--- src/rtl/pump_schedule_uv_controller_top_macros.svh ---
// ----------------------------------------------------------------------------
// Pump schedule / UV controller assertion macros
// Clocked assertion helpers for the controller top level, with and without reset qualification.
// ----------------------------------------------------------------------------
`ifndef PUMP_SCHEDULE_UV_CONTROLLER_TOP_MACROS_SVH
`define PUMP_SCHEDULE_UV_CONTROLLER_TOP_MACROS_SVH

// implication checked at every edge outside reset
`define PSUV_ASSERT(label, prop, msg) \
  label: assert property (@(posedge clk) disable iff (rst) (prop)) else $error(msg);

// invariant that holds on every edge, reset included
`define PSUV_ASSERT_ALWAYS(label, prop, msg) \
  label: assert property (@(posedge clk) (prop)) else $error(msg);

`endif

--- src/rtl/psuv_pkg.sv ---
// ----------------------------------------------------------------------------
// Pump schedule / UV controller package
// Word types, mode and flow phase codes, register map and time constants.
// ----------------------------------------------------------------------------
`default_nettype none
package psuv_pkg;

  localparam int MIN_RUN_SECONDS_DEF = 300;

  localparam logic [16:0] SEC_PER_DAY = 17'd86400;
  localparam logic [5:0]  SEC_PER_MIN = 6'd60;

  localparam logic [1:0] MODE_IDLE   = 2'd0;
  localparam logic [1:0] MODE_MANUAL = 2'd1;
  localparam logic [1:0] MODE_SCHED  = 2'd2;
  localparam logic [1:0] MODE_UNUSED = 2'd3;

  localparam logic [1:0] PHASE_NONE = 2'd0;
  localparam logic [1:0] PHASE_FLOW = 2'd1;
  localparam logic [1:0] PHASE_DRY  = 2'd2;

  localparam logic [2:0] REG_LATE_LIMIT  = 3'd0;
  localparam logic [2:0] REG_MAX_RUN     = 3'd1;
  localparam logic [2:0] REG_FLOW_GRACE  = 3'd2;
  localparam logic [2:0] REG_FLOW_STOP   = 3'd3;
  localparam logic [2:0] REG_UV_DELAY    = 3'd4;
  localparam logic [2:0] REG_RUN_MINUTES = 3'd5;
  localparam logic [2:0] REG_PERIOD_DAYS = 3'd6;
  localparam logic [2:0] REG_FIRST_START = 3'd7;

  localparam logic [31:0] LATE_LIMIT_RST = 32'd3600;
  localparam logic [31:0] MAX_RUN_RST    = 32'd43200;
  localparam logic [31:0] FLOW_GRACE_RST = 32'd30;
  localparam logic [31:0] FLOW_STOP_RST  = 32'd5;
  localparam logic [31:0] UV_DELAY_RST   = 32'd5;
  localparam logic [7:0]  PERIOD_RST     = 8'd255;
  localparam logic [31:0] START_RST      = 32'hFFFF_FFFF;

  // period in seconds fits 25 bits (255 days)
  localparam int PER_W = 25;
  localparam logic [PER_W-1:0] PERIOD_SEC_RST = 25'(255 * 86400);

  typedef struct packed {
    logic [31:0] now_time;
    logic        flow_detected;
    logic        manual_request;
    logic        auto_mode;
    logic        schedule_enable;
    logic        uv_enable;
    logic        stop_job;
  } in_t;

  typedef struct packed {
    logic        pump_on;
    logic        uv_on;
    logic [1:0]  mode;
    logic        override_locked;
    logic [31:0] next_start_time;
    logic [31:0] last_change_time;
  } out_t;

endpackage
`default_nettype wire

--- src/rtl/pump_schedule_uv_controller_top.sv ---
// ----------------------------------------------------------------------------
// Pump schedule / UV controller top level
// Three-mode pump controller with flow tracking, UV delay and a bit-serial
// remainder unit that advances the next scheduled start by whole periods.
// ----------------------------------------------------------------------------
// Each word passes through accept, evaluate and output register load; a tick
//   that hits the schedule also runs the bit-serial remainder unit in between.
// One word is handled at a time: the input is stalled from accept until the
//   result is loaded into the output register, which out_stall can hold off.
// Reset (rst, synchronous, active high): idle mode, override locked, pump and
//   UV off, times cleared, next start all ones, registers to their defaults.
`default_nettype none
`include "pump_schedule_uv_controller_top_macros.svh"
module pump_schedule_uv_controller_top
  import psuv_pkg::*;
#(
  parameter int MIN_RUN_SECONDS = MIN_RUN_SECONDS_DEF
) (
  input  wire logic        clk,
  input  wire logic        rst,
  // input words
  input  wire in_t         in_word,
  input  wire logic        in_valid,
  output logic             in_stall,
  // result words
  output out_t             out_word,
  output logic             out_valid,
  input  wire logic        out_stall,
  // APB configuration
  input  wire logic        psel,
  input  wire logic        penable,
  input  wire logic        pwrite,
  input  wire logic [4:0]  paddr,
  input  wire logic [31:0] pwdata,
  output logic [31:0]      prdata,
  output logic             pready
);

  localparam logic [1:0] S_IDLE = 2'd0;
  localparam logic [1:0] S_EVAL = 2'd1;
  localparam logic [1:0] S_DIV  = 2'd2;
  localparam logic [1:0] S_OUT  = 2'd3;

  // ---------------- configuration registers ----------------
  logic [31:0]      late_limit, max_run, flow_grace, flow_stop_delay, uv_delay;
  logic [15:0]      run_minutes;
  logic [21:0]      run_sec;      // run_minutes * 60, kept alongside
  logic [7:0]       period_days;
  logic [PER_W-1:0] period_sec;   // period_days * 86400, kept alongside
  logic [31:0]      first_start_time;

  // ---------------- controller state ----------------
  logic [1:0]  state;
  logic [1:0]  mode_reg;
  logic        lock_flag, pump_reg, uv_reg, uv_enable_prev;
  logic [31:0] pump_start_time, pump_stop_time;
  logic [31:0] flow_start_time, flow_stop_time;
  logic [31:0] next_start, last_change;
  logic [1:0]  flow_phase;
  in_t         in_q;

  // remainder unit: dividend shifts out MSB first, one bit per cycle
  logic [31:0]      div_shift;
  logic [PER_W-1:0] rem;
  logic [4:0]       div_cnt;
  logic [PER_W:0]   rem_trial;

  logic cfg_wr;
  logic [2:0] cfg_idx;
  logic out_load;   // result register takes the evaluated word this edge

  assign pready  = 1'b1;
  assign cfg_wr  = psel && penable && pwrite && pready;
  assign cfg_idx = paddr[4:2];
  assign in_stall = (state != S_IDLE);
  assign out_load = (state == S_OUT) && (!out_valid || !out_stall);

  always_comb begin
    unique case (cfg_idx)
      REG_LATE_LIMIT:  prdata = late_limit;
      REG_MAX_RUN:     prdata = max_run;
      REG_FLOW_GRACE:  prdata = flow_grace;
      REG_FLOW_STOP:   prdata = flow_stop_delay;
      REG_UV_DELAY:    prdata = uv_delay;
      REG_RUN_MINUTES: prdata = {16'd0, run_minutes};
      REG_PERIOD_DAYS: prdata = {24'd0, period_days};
      REG_FIRST_START: prdata = first_start_time;
      default:         prdata = '0;
    endcase
  end

  // ---------------- tick evaluation ----------------
  logic [31:0] t;
  logic [31:0] pst;
  logic [31:0] fst_next, fsp_next;
  logic [1:0]  phase_next;
  logic [1:0]  mode_next;
  logic        lock_next, pump_next, uv_next, uvp_next;
  logic [31:0] pstart_next, pstop_next, lc_next;
  logic        hit;
  logic        stopped;
  logic [31:0] late;

  always_comb begin
    t           = in_q.now_time;
    // stop pulse clears the end time before anything else
    pst         = in_q.stop_job ? 32'd0 : pump_stop_time;
    fst_next    = flow_start_time;
    fsp_next    = flow_stop_time;
    phase_next  = flow_phase;
    mode_next   = mode_reg;
    lock_next   = lock_flag;
    pump_next   = pump_reg;
    uv_next     = uv_reg;
    uvp_next    = uv_enable_prev;
    pstart_next = pump_start_time;
    pstop_next  = pst;
    lc_next     = last_change;
    hit         = 1'b0;
    stopped     = 1'b0;
    late        = t - next_start;

    // flow edge recording; phase acts as the valid mark
    if (in_q.flow_detected) begin
      if (flow_phase != PHASE_FLOW) begin
        fst_next   = t;
        fsp_next   = '0;
        phase_next = PHASE_FLOW;
      end
    end else if (flow_phase != PHASE_DRY) begin
      fst_next   = '0;
      fsp_next   = t;
      phase_next = PHASE_DRY;
    end

    unique case (mode_reg)
      MODE_MANUAL: begin
        stopped = !in_q.manual_request;
      end
      MODE_SCHED: begin
        if (in_q.manual_request) begin
          if (!lock_flag) begin
            lock_next = 1'b1;
            lc_next   = t;
          end
        end else if (lock_flag) begin
          lock_next = 1'b0;
          lc_next   = t;
        end
        if (!in_q.auto_mode || !in_q.schedule_enable || t >= pst) begin
          stopped = 1'b1;
        end else if ((pst - t) >= max_run) begin
          stopped = 1'b1;
        end else if (!in_q.flow_detected && (t - pump_start_time) >= flow_grace &&
                     (t - fsp_next) >= flow_stop_delay) begin
          stopped = 1'b1;
        end
      end
      default: begin
        if (in_q.manual_request && !lock_flag) begin
          pump_next   = 1'b1;
          pstart_next = t;
          mode_next   = MODE_MANUAL;
          lc_next     = t;
        end else begin
          if (!in_q.manual_request && lock_flag) begin
            lock_next = 1'b0;
            lc_next   = t;
          end
          if (in_q.auto_mode && in_q.schedule_enable && t >= next_start) begin
            hit = 1'b1;
            if (late <= late_limit && {10'd0, run_sec} >= 32'(MIN_RUN_SECONDS)) begin
              pump_next   = 1'b1;
              pstart_next = t;
              pstop_next  = t + {10'd0, run_sec};
              mode_next   = MODE_SCHED;
            end
            lc_next = t;
          end
        end
      end
    endcase

    if (stopped) begin
      pump_next   = 1'b0;
      pstart_next = '0;
      mode_next   = MODE_IDLE;
      lc_next     = t;
    end

    if (in_q.uv_enable != uv_enable_prev) begin
      uvp_next = in_q.uv_enable;
      lc_next  = t;
    end

    // UV follows pump and flow with a delay on both flow edges; UV disable or pump off drops it at once
    if (!uv_reg && in_q.uv_enable && pump_next && in_q.flow_detected &&
        (t - fst_next) >= uv_delay) begin
      uv_next = 1'b1;
      lc_next = t;
    end else if (uv_reg && (!in_q.uv_enable || !pump_next ||
                 (!in_q.flow_detected && (t - fsp_next) >= uv_delay))) begin
      uv_next = 1'b0;
      lc_next = t;
    end
  end

  assign rem_trial = {rem, div_shift[31]};

  // ---------------- sequencer and state ----------------
  always_ff @(posedge clk) begin
    if (rst) begin
      state            <= S_IDLE;
      out_valid        <= 1'b0;
      late_limit       <= LATE_LIMIT_RST;
      max_run          <= MAX_RUN_RST;
      flow_grace       <= FLOW_GRACE_RST;
      flow_stop_delay  <= FLOW_STOP_RST;
      uv_delay         <= UV_DELAY_RST;
      run_minutes      <= '0;
      run_sec          <= '0;
      period_days      <= PERIOD_RST;
      period_sec       <= PERIOD_SEC_RST;
      first_start_time <= START_RST;
      mode_reg         <= MODE_IDLE;
      lock_flag        <= 1'b1;
      pump_reg         <= 1'b0;
      uv_reg           <= 1'b0;
      uv_enable_prev   <= 1'b0;
      pump_start_time  <= '0;
      pump_stop_time   <= '0;
      flow_start_time  <= '0;
      flow_stop_time   <= '0;
      next_start       <= START_RST;
      last_change      <= '0;
      flow_phase       <= PHASE_NONE;
      div_cnt          <= '0;
    end else begin
      if (out_load) begin
        out_valid <= 1'b1;
      end else if (out_valid && !out_stall) begin
        out_valid <= 1'b0;
      end

      if (cfg_wr) begin
        unique case (cfg_idx)
          REG_LATE_LIMIT:  late_limit      <= pwdata;
          REG_MAX_RUN:     max_run         <= pwdata;
          REG_FLOW_GRACE:  flow_grace      <= pwdata;
          REG_FLOW_STOP:   flow_stop_delay <= pwdata;
          REG_UV_DELAY:    uv_delay        <= pwdata;
          REG_RUN_MINUTES: begin
            run_minutes <= pwdata[15:0];
            run_sec     <= pwdata[15:0] * SEC_PER_MIN;
          end
          REG_PERIOD_DAYS: begin
            // zero period is ignored
            if (pwdata[7:0] != 8'd0) begin
              period_days <= pwdata[7:0];
              period_sec  <= pwdata[7:0] * SEC_PER_DAY;
            end
          end
          REG_FIRST_START: begin
            first_start_time <= pwdata;
            next_start       <= pwdata;
          end
          default: ;
        endcase
      end

      unique case (state)
        S_IDLE: begin
          if (in_valid) begin
            in_q  <= in_word;
            state <= S_EVAL;
          end
        end
        S_EVAL: begin
          mode_reg        <= mode_next;
          lock_flag       <= lock_next;
          pump_reg        <= pump_next;
          uv_reg          <= uv_next;
          uv_enable_prev  <= uvp_next;
          pump_start_time <= pstart_next;
          pump_stop_time  <= pstop_next;
          flow_start_time <= fst_next;
          flow_stop_time  <= fsp_next;
          flow_phase      <= phase_next;
          last_change     <= lc_next;
          if (hit) begin
            div_shift <= late;
            rem       <= '0;
            div_cnt   <= '0;
            state     <= S_DIV;
          end else begin
            state <= S_OUT;
          end
        end
        S_DIV: begin
          // restoring remainder step, one dividend bit per cycle
          if (rem_trial >= {1'b0, period_sec}) begin
            rem <= PER_W'(rem_trial - {1'b0, period_sec});
          end else begin
            rem <= rem_trial[PER_W-1:0];
          end
          div_shift <= {div_shift[30:0], 1'b0};
          div_cnt   <= div_cnt + 5'd1;
          if (div_cnt == 5'd31) begin
            state <= S_OUT;
          end
          if (state == S_DIV && div_cnt == 5'd31) begin
            // next start = now - late % period + period
            next_start <= in_q.now_time
                          - {7'd0, (rem_trial >= {1'b0, period_sec})
                                   ? PER_W'(rem_trial - {1'b0, period_sec})
                                   : rem_trial[PER_W-1:0]}
                          + {7'd0, period_sec};
          end
        end
        S_OUT: begin
          if (out_load) begin
            out_word.pump_on          <= pump_reg;
            out_word.uv_on            <= uv_reg;
            out_word.mode             <= mode_reg;
            out_word.override_locked  <= lock_flag;
            out_word.next_start_time  <= next_start;
            out_word.last_change_time <= last_change;
            state                     <= S_IDLE;
          end
        end
        default: state <= S_IDLE;
      endcase
    end
  end

  // ---------------- assertions ----------------
  `PSUV_ASSERT_ALWAYS(a_pready_high, pready, "pready dropped")
  `PSUV_ASSERT(a_mode_legal, mode_reg != MODE_UNUSED, "mode register holds unused code")
  `PSUV_ASSERT(a_uv_needs_pump, uv_reg |-> pump_reg, "UV on while pump off")
  `PSUV_ASSERT(a_rem_bound, (state == S_DIV) |-> (rem < period_sec), "remainder out of range")
  `PSUV_ASSERT(a_out_done, (state == S_OUT && !(out_valid && out_stall)) |=> (state == S_IDLE && out_valid), "result not loaded")

endmodule
`default_nettype wire
--- config.mk ---
export PLATFORM = sky130hd
export DESIGN_NAME = pump_schedule_uv_controller_top
export DESIGN_NICKNAME = d
export VERILOG_FILES = /design/src/rtl/psuv_pkg.sv /design/src/rtl/pump_schedule_uv_controller_top.sv
export VERILOG_INCLUDE_DIRS = /design/src /design/src/rtl
export SDC_FILE = /design/constraint.sdc
export NUM_CORES = 2
export LEC_CHECK = 0
export ABC_AREA = 1
export BUFFER_PORTS_ARGS = -buffer_cell sky130_fd_sc_hd__buf_4
export CAP_MARGIN = 20
export CORE_MARGIN = 5
export CORE_UTILIZATION = 41
export CTS_CLUSTER_DIAMETER = 50
export DETAILED_ROUTE_END_ITERATION = 8
export GPL_ROUTABILITY_DRIVEN = 0
export GPL_TIMING_DRIVEN = 0
export PLACE_DENSITY_LB_ADDON = 0.08
export SLEW_MARGIN = 20
export SYNTH_ARGS = -nofsm -noshare
export SYNTH_HDL_FRONTEND = slang
export SYNTH_SLANG_ARGS = --single-unit
--- constraint.sdc ---
create_clock -name clk -period 6.3 [get_ports clk]
set_input_delay 0.945 -clock clk [delete_from_list [all_inputs] [get_ports clk]]
set_output_delay 0.945 -clock clk [all_outputs]
set_load 0.02 [all_outputs]
; Word-level counts from Yosys, hierarchy flattened
; Index checks and enable logic that the tools add are counted.
[word_totals]
regBits = 626
out_inout_bits = 104
wordCells = 227
[op_classes]
n_mux = 72
n_reduce_logical = 65
n_eq_ne = 26
add_sub_neg = 10
n_bitwise = 2
magnitude_cmp = 10
n_mul = 2
[ops]
columns = cell, n
row1 = 32-bit two-way mux, 31
row2 = 32-bit case mux with 8 select lines, 1
row3 = 32-bit greater-or-equal comparator, 7
row4 = 32-bit subtractor, 5
row5 = 32-bit case mux with 2 select lines, 2
row6 = 25-bit two-way mux, 2
row7 = 25-bit case mux with 2 select lines, 1
row8 = 32-bit by 22-bit adder with 32-bit output, 1
row9 = 32-bit by 25-bit adder with 32-bit output, 1
row10 = 32-bit <= comparator, 1
row11 = 32-bit by 25-bit subtractor with 32-bit output, 1
row12 = 26-bit by 25-bit greater-or-equal comparator with 1-bit output, 1
row13 = 25-bit subtractor, 1
row14 = "22-bit by 9-bit greater-or-equal comparator with 1-bit output, second input constant", 1
row15 = 2-bit two-way mux, 11
row16 = "16-bit by 4-bit multiplier with 20-bit output, second input constant", 1
row17 = 2-bit AND reduction, 10
row18 = 1-bit two-way mux, 19
row19 = 1-bit logical AND, 18
row20 = "8-bit by 10-bit multiplier with 18-bit output, second input constant", 1
row21 = 3-bit AND reduction, 6
row22 = 8-bit nonzero test, 2
row23 = "7-bit inequality test, second input constant", 2
row24 = "3-bit == test, second input constant", 4
row25 = other kinds (24), 57

; Logic depth before layout (Yosys ltp)
[depth]
word_depth = 17
depth_mapped = 42

; Least setup slack after synthesis
; No wires, ideal clock.
[synth_path]
kind = reg-to-reg
startpoint = reg in_q[5] in the netlist's numbering
endpoint = reg last_change[1]
path_stages_with_launch = 35
synth_period_minus_slack_ns = 5.102
arrival_ns = 4.986
path_slack_ns = 1.198
path_cell_list = edfxtp_1 inv_2 a21oi_4 nor2_2 buf_6 clkbuf_1 clkbuf_1 a22oi_1 fa_1 a31oi_1 o21ai_0 nand2_1 nand2_1 nand3_1 nand3_1 nand2_1 o211ai_1 a31oi_1 o21ai_0 xor2_1 ha_1 nand2_1 nor2_1 nand2_1 nor4_1 nand4_1 nand3_1 nand2_1 inv_1 nand4_1 nand2_1 inv_4 buf_4 a21oi_1 nor2_1
[synth_between]
elab_chain_len = 15
[synth_lines]
columns = element, line
row1 = start: declaration, pump_schedule_uv_controller_top.sv:60  ; in_t in_q;
row2 = start signal: assignment, pump_schedule_uv_controller_top.sv:274  ; in_q <= in_word;
row3 = 32-bit two-way mux, pump_schedule_uv_controller_top.sv:124  ; if (in_q.flow_detected) begin
row4 = 32-bit subtractor, "pump_schedule_uv_controller_top.sv:155, pump_schedule_uv_controller_top.sv:202"
row5 = 32-bit greater-or-equal comparator, pump_schedule_uv_controller_top.sv:155  ; (t - fsp_next) >= flow_stop_delay) begin
row6 = 1-bit logical AND, pump_schedule_uv_controller_top.sv:154  ; end else if (!in_q.flow_detected && (t - pump_start_time) >= flow_grace &&
row7 = 1-bit two-way mux, pump_schedule_uv_controller_top.sv:154
row8 = 1-bit two-way mux, pump_schedule_uv_controller_top.sv:152  ; end else if ((pst - t) >= max_run) begin
row9 = 1-bit two-way mux, pump_schedule_uv_controller_top.sv:150  ; if (!in_q.auto_mode || !in_q.schedule_enable || t >= pst) begin
row10 = 1-bit case mux with 2 select lines, pump_schedule_uv_controller_top.sv:136  ; unique case (mode_reg)
row11 = 1-bit two-way mux, pump_schedule_uv_controller_top.sv:184  ; if (stopped) begin
row12 = 1-bit zero test, pump_schedule_uv_controller_top.sv:201  ; end else if (uv_reg && (!in_q.uv_enable || !pump_next ||
row13 = 1-bit logical OR (2 in series), pump_schedule_uv_controller_top.sv:201
row14 = 1-bit logical AND, pump_schedule_uv_controller_top.sv:201
row15 = 7-bit inequality test (no source line) (tied with other cells), --
row16 = 5-bit AND reduction (no source line) / 32-bit two-way mux (equally long branches), --
row17 = end signal: assignment, pump_schedule_uv_controller_top.sv:289  ; last_change <= lc_next;
row18 = end: declaration, pump_schedule_uv_controller_top.sv:58  ; logic [31:0] next_start, last_change;
; Several ways; a longest one is shown, not always the timed one.
; A chain may end at the register's enable or synchronous reset.

; Final worst setup path
[layout_path]
startpoint = reg in_q[5] in the netlist's numbering
endpoint = reg pump_start_time[24]
[layout_between]
elab_chain_len = 10
[layout_lines]
columns = element, line
row1 = 32-bit two-way mux, pump_schedule_uv_controller_top.sv:124
row2 = 32-bit subtractor, pump_schedule_uv_controller_top.sv:155
row3 = 32-bit greater-or-equal comparator, pump_schedule_uv_controller_top.sv:155
row4 = 1-bit logical AND (*), pump_schedule_uv_controller_top.sv:154
row5 = 1-bit two-way mux (*), pump_schedule_uv_controller_top.sv:154
row6 = 1-bit two-way mux (*), pump_schedule_uv_controller_top.sv:152
row7 = 1-bit two-way mux (*), pump_schedule_uv_controller_top.sv:150
row8 = 1-bit case mux with 2 select lines (*), pump_schedule_uv_controller_top.sv:136
row9 = 2-bit by 1-bit inequality test with 1-bit output (no source line) / 3-bit nonzero test (equally long branches), --
row10 = 4-bit AND reduction (no source line), --
row11 = end signal: assignment, pump_schedule_uv_controller_top.sv:284  ; pump_start_time <= pstart_next;
row12 = end: declaration, pump_schedule_uv_controller_top.sv:56  ; logic [31:0] pump_start_time, pump_stop_time;
; Mark *: on every way between the ends. The rest lies on a longest branch, timed or not.

==> flow_metrics.env <==
export IMPL_status="completed"
export IMPL_reg2reg_to="pump_start_time[24]"
export IMPL_antenna_found_initial=13
export IMPL_num_nets_final=6688
export IMPL_cp_arrival_ps=6510
export IMPL_async_flop_share=0
export IMPL_dp_cells=7296
export IMPL_drtAntennaViolNets=0
export IMPL_largest_reg_flops=69
export IMPL_synth_ff_type="dfxtp_1"
export IMPL_whs_ps=416
export IMPL_portBuffers=180
export IMPL_synth_edff_count=164
export IMPL_r2r_setup_slack_ps=330
export IMPL_drt_iter0_drc=4100
export IMPL_synth_largest_area_cell="dfxtp_1"
export IMPL_critPathKind="flop to flop"
export IMPL_num_vias=42096
export IMPL_netlist_area_um2=43600
export IMPL_clock_fmax_mhz=168
export IMPL_drv_cap=0
export IMPL_die_y_um=336
export IMPL_hpwl_um=146000
export IMPL_path_max_fanout=10
export IMPL_synth_commonest_cells="nand2_1, a21oi_1, inv_1, ha_1, o21ai_0"
export IMPL_crit_buf_inv=5
export IMPL_startpoint_type="flop"
export IMPL_crit_family="simple AND/OR/NAND/NOR gates"
export IMPL_period_share=0.947
export IMPL_initial_utilization=0.413
export IMPL_grt_max_degree=28
export IMPL_top_register="out_word"
export IMPL_ys_types=64
export IMPL_r2r_start="in_q[5]"
export IMPL_tns_ps=0
export IMPL_routed_wl_um=180000
export IMPL_dp_slack_ps=-994
export IMPL_critPathCaptureType="flop"
export IMPL_holdPathStages=1
export IMPL_first_pass_iters=5
export IMPL_htree_num_levels=3
export IMPL_finClkSkew_ps=55.0
export IMPL_gr_total_overflow=0
export IMPL_utilization=0.485
export IMPL_dieArea_um2=113000
export IMPL_synth_seq_cells=624
export IMPL_avgSynthCellArea_um2=7.67
export IMPL_path_depth=34
export IMPL_min_path_type="primary input to flop"
export IMPL_insertion_delay_ps=700
export IMPL_clock_path_buffers=3
export IMPL_slew_headroom=0.199
export IMPL_synth_most_common_cell="nand2_1"
export IMPL_ioPinCount=186
export IMPL_synth_nets=6337
export IMPL_fp_dieW_um=336
export IMPL_core_um2=105000
export IMPL_via_per_inst=5.61
export IMPL_hold_end="t[31]"
export IMPL_grt_pass1_vias=38939
export IMPL_path_clk_slew_ps=60
export IMPL_drc_errors=0
export IMPL_instances_no_fill=7509
export IMPL_cts_sinks=624
export IMPL_yosysSeqAreaShare=0.324
export IMPL_synthCells=5684
export IMPL_crit_path_top_delay_cell="edfxtp_1"
export IMPL_synthTopCellsByArea="dfxtp_1, ha_1, edfxtp_1"
export IMPL_ir_drop_mv=0.192
export IMPL_hold_violations=0
export IMPL_setup_violations=0
export IMPL_synth_top_area_frac=0.211
export IMPL_ctsHoldBuffers=0
export IMPL_critPathRequiredTime_ps=6840
export IMPL_yosysWarnings=0
export IMPL_slew_violations=0
export IMPL_pwr_density_cell_nw_per_um2=377
export IMPL_worst_r2r_path_depth=34
export IMPL_layout_min_cycle_time_ps=5970
export IMPL_p_leak_nw=22.8
export IMPL_post_drt_wl_per_cell_um=24.0
export IMPL_worst_slew_pin_slew_ps=1200
export IMPL_cpMostUsedCell="nand2_1"
export IMPL_clockRootBuffer="clkbuf_16"
export IMPL_fin_ws_ps=333
export IMPL_cts_tree="done"
export IMPL_num_rows=119
export IMPL_track_usage=0.307
export IMPL_cp_startpoint="in_q[5]"
export IMPL_flow_area_growth_from_synthesis_pct=17.3
export IMPL_worstHoldStart="in_word[37]"
export IMPL_layout_drive_gt1_share=0.0926
export IMPL_grt_pass1_wl_um=256000
export IMPL_max_stage_delay_ps=450
export IMPL_cts_buffers=94
==> cell usage in the layout, fill, tap and decap left out, drive strengths merged, types with 20 or more instances in the layout <==
master  count
buf       300
a221oi     24
nor2      342
nor4       20
o211ai     76
fa         64
xor2      140
dfxtp     460
a21oi     803
edfxtp    164
a211oi     25
clkbuf    274
inv       779
ha        507
nand3     177
a21boi     20
xnor2      68
o21a       22
nor3       45
nand2     956
o21bai     30
a31oi      28
a22oi      48
nand4      37
o22ai      41
o21ai     528
clkinv     24
==> worst reg2reg max path: cells and delay by family (launching register included) <==
kind	cells	cell delay [ps]
xor+xnor	1	130
fa+ha+maj	2	650
buf+inv	5	840
simple gates	19	2330
flops	1	450
compound gates	7	1400
==> timing repair <==
| item | CTS | global route |
|---|---|---|
| buffers inserted | 10 | 24 |
| resized for setup | 15 | 62 |
| pin swaps | 0 | 5 |
| setup endpoints to repair | 99 | 101 |
==> how the worst max path moves through the flow <==
stage,endpoint,slack [ps]
final,pump_start_time[24],330
after global placement,t[13],-1990
after detailed placement,last_change[9],-990
after floorplan,last_change[1],1200
after global routing,last_change[7],-10
after CTS,last_change[10],3
==> layer usage <==
metal	global-route usage	share of wire
met4	0.140	0.056
met5	0	0.00023
met1	0.416	0.43
met2	0.472	0.43
met3	0.0669	0.092
==> cell families after synthesis <==
family / count (synthesis) / synth area share
muxes: 1 / 0.000230
xor gates and xnor gates: 208 / 0.0418
and+or+nand+nor: 1597 / 0.152
other: 1 / 0.0000861
AOI/OAI and AO/OA: 1718 / 0.220
buffers and inverters: 964 / 0.0859
DFF: 624 / 0.324
adders and majority gates: 571 / 0.175
==> area by class of cell <==
type | count | area [um^2]
Tap cell | 1391 | 1740
Fill cell | 10601 | 54300
Clock inverter | 60 | 713
Buffer | 203 | 917
Timing Repair Buffer | 255 | 2300
Sequential cell | 624 | 14100
Multi-Input combinational cell | 4096 | 25900
Clock buffer | 116 | 2570
Inverter | 761 | 2870
Antenna cell | 3 | 7.51
==> per-stage QoR <==
stage	total power (W)	instance area (um^2)
after global routing	0.0206	51100
after detailed placement	0.0135	47400
after CTS	0.0191	50800
final	0.0193	51100
after global placement	0.0133	46700
after floorplan	0.0109	43600
==> power breakdown <==
group	internal (W)	switching (W)
registers	0.00471	0.000315
clock network	0.00326	0.00223
logic	0.00310	0.00566
total	0.0111	0.00820
Power figures use the tool's default switching activity.
